===== config.mk =====
export PLATFORM = sky130hd
export DESIGN_NAME = glos_div
export DESIGN_NICKNAME = d
export VERILOG_FILES = /design/src/rtl/glos_pkg.sv /design/src/rtl/glos_div.sv
export SDC_FILE = /design/constraint.sdc
export NUM_CORES = 1
export LEC_CHECK = 0
export BUFFER_PORTS_ARGS = -buffer_cell sky130_fd_sc_hd__clkbuf_2
export CAP_MARGIN = 20
export CORE_MARGIN = 8
export CORE_UTILIZATION = 52
export DETAILED_ROUTE_END_ITERATION = 6
export PLACE_DENSITY = 0.87
export SYNTH_ARGS = -nofsm -noshare
export SYNTH_HDL_FRONTEND = slang
export SYNTH_SLANG_ARGS = --single-unit

===== constraint.sdc =====
create_clock -name clk -period 2.32 [get_ports clk]
set_input_delay 0.348 -clock clk [delete_from_list [all_inputs] [get_ports clk]]
set_output_delay 0.348 -clock clk [all_outputs]
set_load 0.01 [all_outputs]

===== src/rtl/glos_pkg.sv =====
// Package for the grid line-of-sight block: widths, codes and the structs
// that run between the sequencer, the divider and the cell store.
// No dependencies.
`timescale 1ns / 1ps

package glos_pkg;

  localparam int ADDR_W        = 12;
  localparam int MAP_DEPTH     = 2 ** ADDR_W;
  localparam int CFG_W         = 7;
  localparam int CFG_MAX       = 2 ** CFG_W - 1;
  localparam int CFG_INDEX_W   = 2;
  localparam int MAX_WIDTH_DEF  = 64;
  localparam int MAX_HEIGHT_DEF = 64;
  localparam logic [CFG_W-1:0] GRID_RESET = 7'd64;

  localparam logic [CFG_INDEX_W-1:0] CFG_GRID_WIDTH  = 2'd0;
  localparam logic [CFG_INDEX_W-1:0] CFG_GRID_HEIGHT = 2'd1;

  localparam logic CMD_WRITE = 1'b0;
  localparam logic CMD_QUERY = 1'b1;

  typedef struct packed {
    logic              we;
    logic [ADDR_W-1:0] waddr;
    logic              wdata;
    logic [ADDR_W-1:0] raddr;
  } map_req_t;

  typedef struct packed {
    logic              start;
    logic [ADDR_W-1:0] dividend;
    logic [CFG_W-1:0]  divisor;
  } div_req_t;

  typedef struct packed {
    logic              done;
    logic [ADDR_W-1:0] quotient;
    logic [CFG_W-1:0]  remainder;
  } div_rsp_t;

endpackage


===== src/rtl/glos_div.sv =====
// Restoring divider, one quotient bit per cycle: splits a linear cell index
// into row (quotient) and column (remainder). Depends on glos_pkg.
`timescale 1ns / 1ps

module glos_div (
  input  logic              clk,
  input  logic              rst,
  input  glos_pkg::div_req_t req,
  output glos_pkg::div_rsp_t rsp
);

  localparam int CNT_W = $clog2(glos_pkg::ADDR_W + 1);
  localparam logic [CNT_W-1:0] CNT_LAST = CNT_W'(glos_pkg::ADDR_W - 1);

  logic                          busy;
  logic [CNT_W-1:0]              cnt;
  logic [glos_pkg::CFG_W-1:0]    divisor;
  logic [glos_pkg::CFG_W-1:0]    rem;
  logic [glos_pkg::ADDR_W-1:0]   quo;
  logic                          done;

  logic [glos_pkg::CFG_W:0]      trial;
  logic                          fits;
  logic [glos_pkg::CFG_W:0]      diff;

  assign trial = {rem, quo[glos_pkg::ADDR_W-1]};
  assign fits  = trial >= {1'b0, divisor};
  assign diff  = trial - {1'b0, divisor};

  always_ff @(posedge clk) begin
    if (rst) begin
      busy <= 1'b0;
      done <= 1'b0;
      cnt  <= '0;
    end else begin
      done <= 1'b0;
      if (req.start) begin
        busy    <= 1'b1;
        cnt     <= CNT_LAST;
        divisor <= req.divisor;
        rem     <= '0;
        quo     <= req.dividend;
      end else if (busy) begin
        rem <= fits ? diff[glos_pkg::CFG_W-1:0] : trial[glos_pkg::CFG_W-1:0];
        quo <= {quo[glos_pkg::ADDR_W-2:0], fits};
        cnt <= cnt - 1'b1;
        if (cnt == '0) begin
          busy <= 1'b0;
          done <= 1'b1;
        end
      end
    end
  end

  assign rsp.done      = done;
  assign rsp.quotient  = quo;
  assign rsp.remainder = rem;

endmodule


==> impl_results.md, run 1 <==
* Status: finished clean
* Worst hold slack at 0.184 ns
* Unrepaired setup endpoints after global routing: no
* EDFF count, synth at 26
* First-pass GRT wire length at a little under 6000 µm
* Final setup margin at 0.120 ns
* Largest net degree at the start of global routing at 21
* Drt pass-1 iters at 4
* Maximum vdd drop at 0.525 mV
* Clock Path Buffers at 2
* Tcrit/Tclk final at 0.948
* Data required, critical path at 2.42 ns
* IO Port Bufs at 41
* Worst-path clk slew at approximately 0.1 ns
* GPL Wtd Cong at around 0.9
* # rows at 20
* Syn_area_per_cell at between 10 and 15 µm²
* Psw at 0.000386 W
* CP Buf/Inv Count at 1
* All-Layer GR Usage at 0.144
* Switching Share at 0.285
* Flops & latches, synth at 32
* H-Tree Depth at 2
* Nets@finish at about 220
* Cell variety after synth at 43
* 1st-iter DRT viols at 52
* Internal at 0.000971 W
* CP Class: reg -> reg
* Synth Cell Area at about 0.0017 mm²
* Remaining DRCs at 0
* Non-filler instance count after layout at 232
* Die Ht at roughly 73 µm
* CTS tree: done
* Ys async rst share at 0
* CTS Hold Bufs at 0
* Post-CTS setup buffer count at 0
* Part of the power in registers at 0.520
* Post-route ant nets at 0
* Final min period at ~2.2 ns
* Slew margin rel. at 0.679
* Final setup TNS at 0 ns
* Worst-path fanout max at 7
* Critical path, cell by cell: inv_1, ha_1, fa_1, nand2b_1, o2bb2ai_2, a31o_4, and3_1, o21a_1
* Cts repair resizes at 0
* Hpwl dp at roughly 2700 µm
* # diodes at 0
* Achievable frequency at between 400 and 500 MHz
* Final slew viol count at 0
* Die extent in x at about 73 µm
* Clock network power share at 0.237
* Worst EP arrival at roughly 2.3 ns
* Seq/Total Area, Yosys at 0.535
* Maxcap violations at 0
* Share of layout cells above drive strength 1 at 0.378
* Final count of negative-setup-slack endpoints at 0
* Cell area power density at about 680 mW/mm²
* Initial antenna violation count at 0
* Vias in the first global route at 1,316
* Combinational share of power at 0.243
* Yosys warning total at 0
* Die area at 0.00532 mm²
* Synthesis-to-layout area growth at 18.6%
* Clk root buf: clkbuf_4
* Core ar. at 0.00308 mm²
* Static leakage at 0.836 nW
* Vias per cell at roughly 5.4
* Crit path largest cell delay at ~0.39 ns
* Top Family by Delay on Critical Path: compound AO/OA/AOI/OAI gates
* Post-synth top flop: edfxtp_1
* Total chip power at 0.00136 W
* Via Count at approximately 1,300
* CTS buffer count at 5
* Initial Utilization at 0.548
* Grt ovf at 0
* Final Hold Viols at 0
* Syn Inst Count at between 100 and 150
* Layout fillers at between 200 and 250
* Drt total wl at 3470 µm
* Worst Hold Class: in -> reg
* Clock Skews at approximately 0.013 ns
* Dpl ws at roughly 0.12 ns
* Placed cells at around 220
* Slew @ Worst Pin at approximately 0.47 ns
* DR WL/cell at approximately 15 µm
* Crit. End Element: flip-flop
* Slowest cell on crit path: fa_1
* # clock sinks at 32
* Synth Net Count at between 150 and 200
* Startpoint Class: flip-flop
* Clk Latency, worst-skew pair at 0.33 ns
* I/O pin count at 42
per-layer routing:
metal  routed length (µm)  track usage  vias up
met2                 1680        0.233       48
met4                   89       0.0667        0
met1                 1480        0.162      574
li1                     -            -      621
met3                  232       0.0549        9
met5                    0            0        -
cells by family after synthesis:
group	after synthesis	share of synthesized area
simple gates	32	0.101
flops	32	0.535
compound gates	30	0.126
buf+inv	19	0.0490
mux	14	0.0921
fa+ha+maj	9	0.0713
xor+xnor	5	0.0260
worst paths after layout:
kind,startpoint,end,slack (ns),cells after the start
worst min register to register,cnt[1]$_SDFFE_PP0N_,cnt[1]$_SDFFE_PP0N_,0.59,2
worst max register to register,quo[11]$_DFFE_PP_,rem[6]$_SDFFCE_PP0P_,0.12,8
worst min-delay path,req[5],divisor[5]$_DFFE_PP_,0.18,1
worst max-delay path,quo[11]$_DFFE_PP_,rem[6]$_SDFFCE_PP0P_,0.12,8
power by group through the flow:
stage	sequential, W	combinational, W	clock, W
2_1_floorplan	0.000724	0.000230	0
3_3_place_gp	0.000716	0.000318	0
3_5_place_dp	0.000718	0.000330	0
4_1_cts	0.000706	0.000332	0.000333
5_1_grt	0.000711	0.000371	0.000358
6_report	0.000706	0.000330	0.000322
sequential cells by signal (all words and copies together) (netlist names):
register and flops:
cnt 4, done 1, quo 12, rem 7, busy 1, divisor 7
synth_stat cells, types with 2 or more instances:
cell type  number  area, µm²
a211oi_1        2       15.0
a21oi_1         9       45.0
clkbuf_1        3       11.3
dfxtp_1         6        120
edfxtp_1       26        781
ha_1            8        100
inv_1          13       48.8
mux2_2         12        135
mux2i_1         2       20.0
nand2_1         3       11.3
nand3_1         4       20.0
nor2_1          7       26.3
nor3_1          6       30.0
nor4b_1         2       17.5
o21a_1          3       22.5
o21ai_0         3       15.0
o21ai_1         3       15.0
xnor2_1         4       35.0
through the flow:
stage,cell area (µm²),util
2_1_floorplan,1690,-
3_3_place_gp,1940,0.630
3_5_place_dp,1940,0.630
4_1_cts,2000,0.650
5_1_grt,2000,0.650
6_report,2000,0.650
placed cells by master (no fill, tap or decap), types with 2 or more instances in the layout:
cell	n
clkbuf_2	41
edfxtp_1	26
inv_1	13
mux2_2	12
a21oi_1	9
ha_1	8
nor2_1	7
nor3_1	6
dfxtp_1	6
clkbuf_4	5
xnor2_1	4
nand3_1	4
o21a_1	3
nand2_1	3
o21ai_0	3
o21ai_1	3
buf_4	3
nor4b_1	2
mux2i_1	2
a211oi_1	2
clkinv_2	2
final cells by class:
| cell class | instances | area (µm²) | area share |
|---|---|---|---|
| Clock inverter | 2 | 10.0 | 0.00501 |
| Tap cell | 44 | 55.1 | 0.0275 |
| Inverter | 14 | 52.6 | 0.0263 |
| Sequential cell | 32 | 901 | 0.451 |
| Clock buffer | 6 | 51.3 | 0.0257 |
| Timing Repair Buffer | 44 | 228 | 0.114 |
| Multi-Input combinational cell | 90 | 702 | 0.351 |
Note: power is estimated with default switching activity, not from simulation.
==> inputs of run 2 (changes only) <==
--- a/config.mk
+++ b/config.mk
@@ -11,6 +11,7 @@
 export CORE_UTILIZATION = 52
 export DETAILED_ROUTE_END_ITERATION = 6
 export PLACE_DENSITY = 0.87
+export RECOVER_POWER = 50
 export SYNTH_ARGS = -nofsm -noshare
 export SYNTH_HDL_FRONTEND = slang
 export SYNTH_SLANG_ARGS = --single-unit
==> run 2 against run 1 <==
First-iteration DRC count unchanged. Maximum frequency barely moved. Global-route usage did not move. Count of clock-buffer cells in the layout did not move. Utilization is 0.49 points lower. Critical path type unchanged. Largest power group unchanged.
==> impl_results.md, run 2 (same netlist as run 1, synthesis figures left out) <==
* Unrepaired setup endpoints after global routing: no
* Drt pass-1 iters at 4 (unchanged)
* CTS tree: done
* Initial Utilization at 0.548 (unchanged)
* Maxcap violations at 0 (unchanged)
* Status: finished clean
* Share of layout cells above drive strength 1 at 0.324 (-0.0532)
* Placed cells at 224 (unchanged)
* All-Layer GR Usage at 0.144 (unchanged)
* Synthesis-to-layout area growth at 17.7%
* I/O pin count at 42 (unchanged)
* Final count of negative-setup-slack endpoints at 0 (unchanged)
* GPL Wtd Cong at 0.885 (unchanged)
* Hpwl dp at 2730 µm (unchanged)
* Final setup TNS at 0 ns (unchanged)
* Top reg by flops: quo
* Achievable frequency at 454 MHz (about the same)
* Crit path from: quo[11]$_DFFE_PP_
* Maximum vdd drop at 0.523 mV (-0.34%)
* CTS Hold Bufs at 0 (unchanged)
* Dpl ws at 0.115 ns (unchanged)
* Die area at 0.00532 mm² (unchanged)
* Non-filler instance count after layout at 232 (unchanged)
* Max FFs per register at 12 (unchanged)
* Vias in the first global route at 1,316 (unchanged)
* Die extent in x at 72.9 µm (unchanged)
* # diodes at 0 (unchanged)
* Worst R2R Start: quo[11]$_DFFE_PP_
* Crit path largest cell delay at 0.39 ns (about the same)
* Largest registers: quo: 12 flops, divisor: 7 flops, rem: 7 flops
* Die Ht at 72.9 µm (unchanged)
* IO Port Bufs at 41 (unchanged)
* CTS buffer count at 5 (unchanged)
* Static leakage at 0.805 nW (-3.7%)
* Final Hold Viols at 0 (unchanged)
* Post-CTS setup buffer count at 0 (unchanged)
* Final core occ at 0.645 (-0.00488)
* Slowest cell on crit path: fa_1
* Startpoint Class: flip-flop
* Final slew viol count at 0 (unchanged)
* Vias per cell at 5.42 (+0.48%)
* H-Tree Depth at 2 (unchanged)
* Clock Skews at 0.0124 ns (-0.000833 ns)
* # clock sinks at 32 (unchanged)
* Remaining DRCs at 0 (unchanged)
* Crit. End Element: flip-flop
* Core ar. at 0.00308 mm² (unchanged)
* Final setup margin at 0.119 ns (-0.00107 ns)
* Drt total wl at 3460 µm (-0.52%)
* Nets@finish at 218 (unchanged)
* Initial antenna violation count at 0 (unchanged)
* Slew margin rel. at 0.677 (-0.00210)
* Critical path, cell by cell: inv_1, ha_1, fa_1, nand2b_1, o2bb2ai_2, a31o_4, and3_1, o21a_1
* Commonest non-fill, non-tap cell in the layout: clkbuf_2
* Commonest cells after routing, fill and taps aside: 32 x clkbuf_2, 26 x edfxtp_1, 13 x inv_1
* Final min period at 2.20 ns (+0.00107 ns)
* Top Family by Delay on Critical Path: compound AO/OA/AOI/OAI gates
* Worst Hold Class: in -> reg
* Post-route ant nets at 0 (unchanged)
* CP Buf/Inv Count at 1 (unchanged)
* Clk Latency, worst-skew pair at 0.33 ns (about the same)
* # rows at 20 (unchanged)
* Grt ovf at 0 (unchanged)
* Slew @ Worst Pin at 0.472 ns (+0.00307 ns)
* Cts repair resizes at 0 (unchanged)
* Hold Startpoint: req[5]
* Worst-path clk slew at 0.10 ns (about the same)
* Layout fillers at 248 (+4.6%)
* First-pass GRT wire length at 5930 µm (unchanged)
* Tcrit/Tclk final at 0.949 (about the same)
* Clock Path Buffers at 2 (unchanged)
* Cell area power density at 682 mW/mm² (+0.54%)
* CP Class: reg -> reg
* Clk root buf: clkbuf_4
* Via Count at 1,258 (+0.48%)
* Worst-path fanout max at 7 (unchanged)
* DR WL/cell at 14.9 µm (-0.52%)
* Worst EP arrival at 2.30 ns (about the same)
* 1st-iter DRT viols at 52 (unchanged)
* Largest net degree at the start of global routing at 21 (unchanged)
* Data required, critical path at 2.42 ns (about the same)
[run 2: cell count changes in the layout (fill, tap and decap cells not counted)]
cell / previous run / this run
clkbuf_2: 41 / 32
buf_4: 3 / 2
clkbuf_1: 0 / 10
[run 2: through the flow]
stage	power, W	cell area, µm²	hold WS, ns
3_3_place_gp	0.00103	1940	0.524
6_report	0.00135	1980	0.184
5_1_grt	0.00144	1980	0.165
4_1_cts	0.00137	2000	0.172
2_1_floorplan	0.000954	1690	0.447
3_5_place_dp	0.00105	1940	0.527
[run 2: layout make-up]
class | count | area, µm² | area share
clock inverter | 2 | 10.0 | 0.00504
multi-input combinational | 90 | 702 | 0.354
sequential | 32 | 901 | 0.454
tap | 44 | 55.1 | 0.0277
timing repair buffer | 44 | 213 | 0.107
inverter | 14 | 52.6 | 0.0265
clock buffer | 6 | 51.3 | 0.0259
[run 2: worst reg2reg max path, delay by kind of cell (launching register included)]
family	cells	cell delay (ns)
and+or+nand+nor	2	0.34
buffers and inverters	1	0.05
adders and majority gates	2	0.60
AOI/OAI and AO/OA	3	0.62
DFF	1	0.37
[run 2: where the power goes]
group / internal (W) / switching (W) / total [W]
sequential: 0.000676 / 0.0000294 / 0.000705
combinational: 0.000148 / 0.000179 / 0.000327
clock: 0.000144 / 0.000178 / 0.000322
total: 0.000967 / 0.000387 / 0.00135
[run 2: worst paths after layout]
| path | endpoint | slack [ns] | cells after the start |
|---|---|---|---|
| setup / recovery | rem[6]$_SDFFCE_PP0P_ | 0.12 | 8 |
| hold / removal | divisor[5]$_DFFE_PP_ | 0.18 | 1 |
| setup reg to reg | rem[6]$_SDFFCE_PP0P_ | 0.12 | 8 |
| hold reg to reg | cnt[1]$_SDFFE_PP0N_ | 0.59 | 2 |
[run 2: metal layers]
layer	track usage	wire [µm]	up-vias
met5	0	0	-
met4	0.0667	89	0
met3	0.0549	236	9
met2	0.233	1690	50
met1	0.162	1440	577
li1	-	-	622
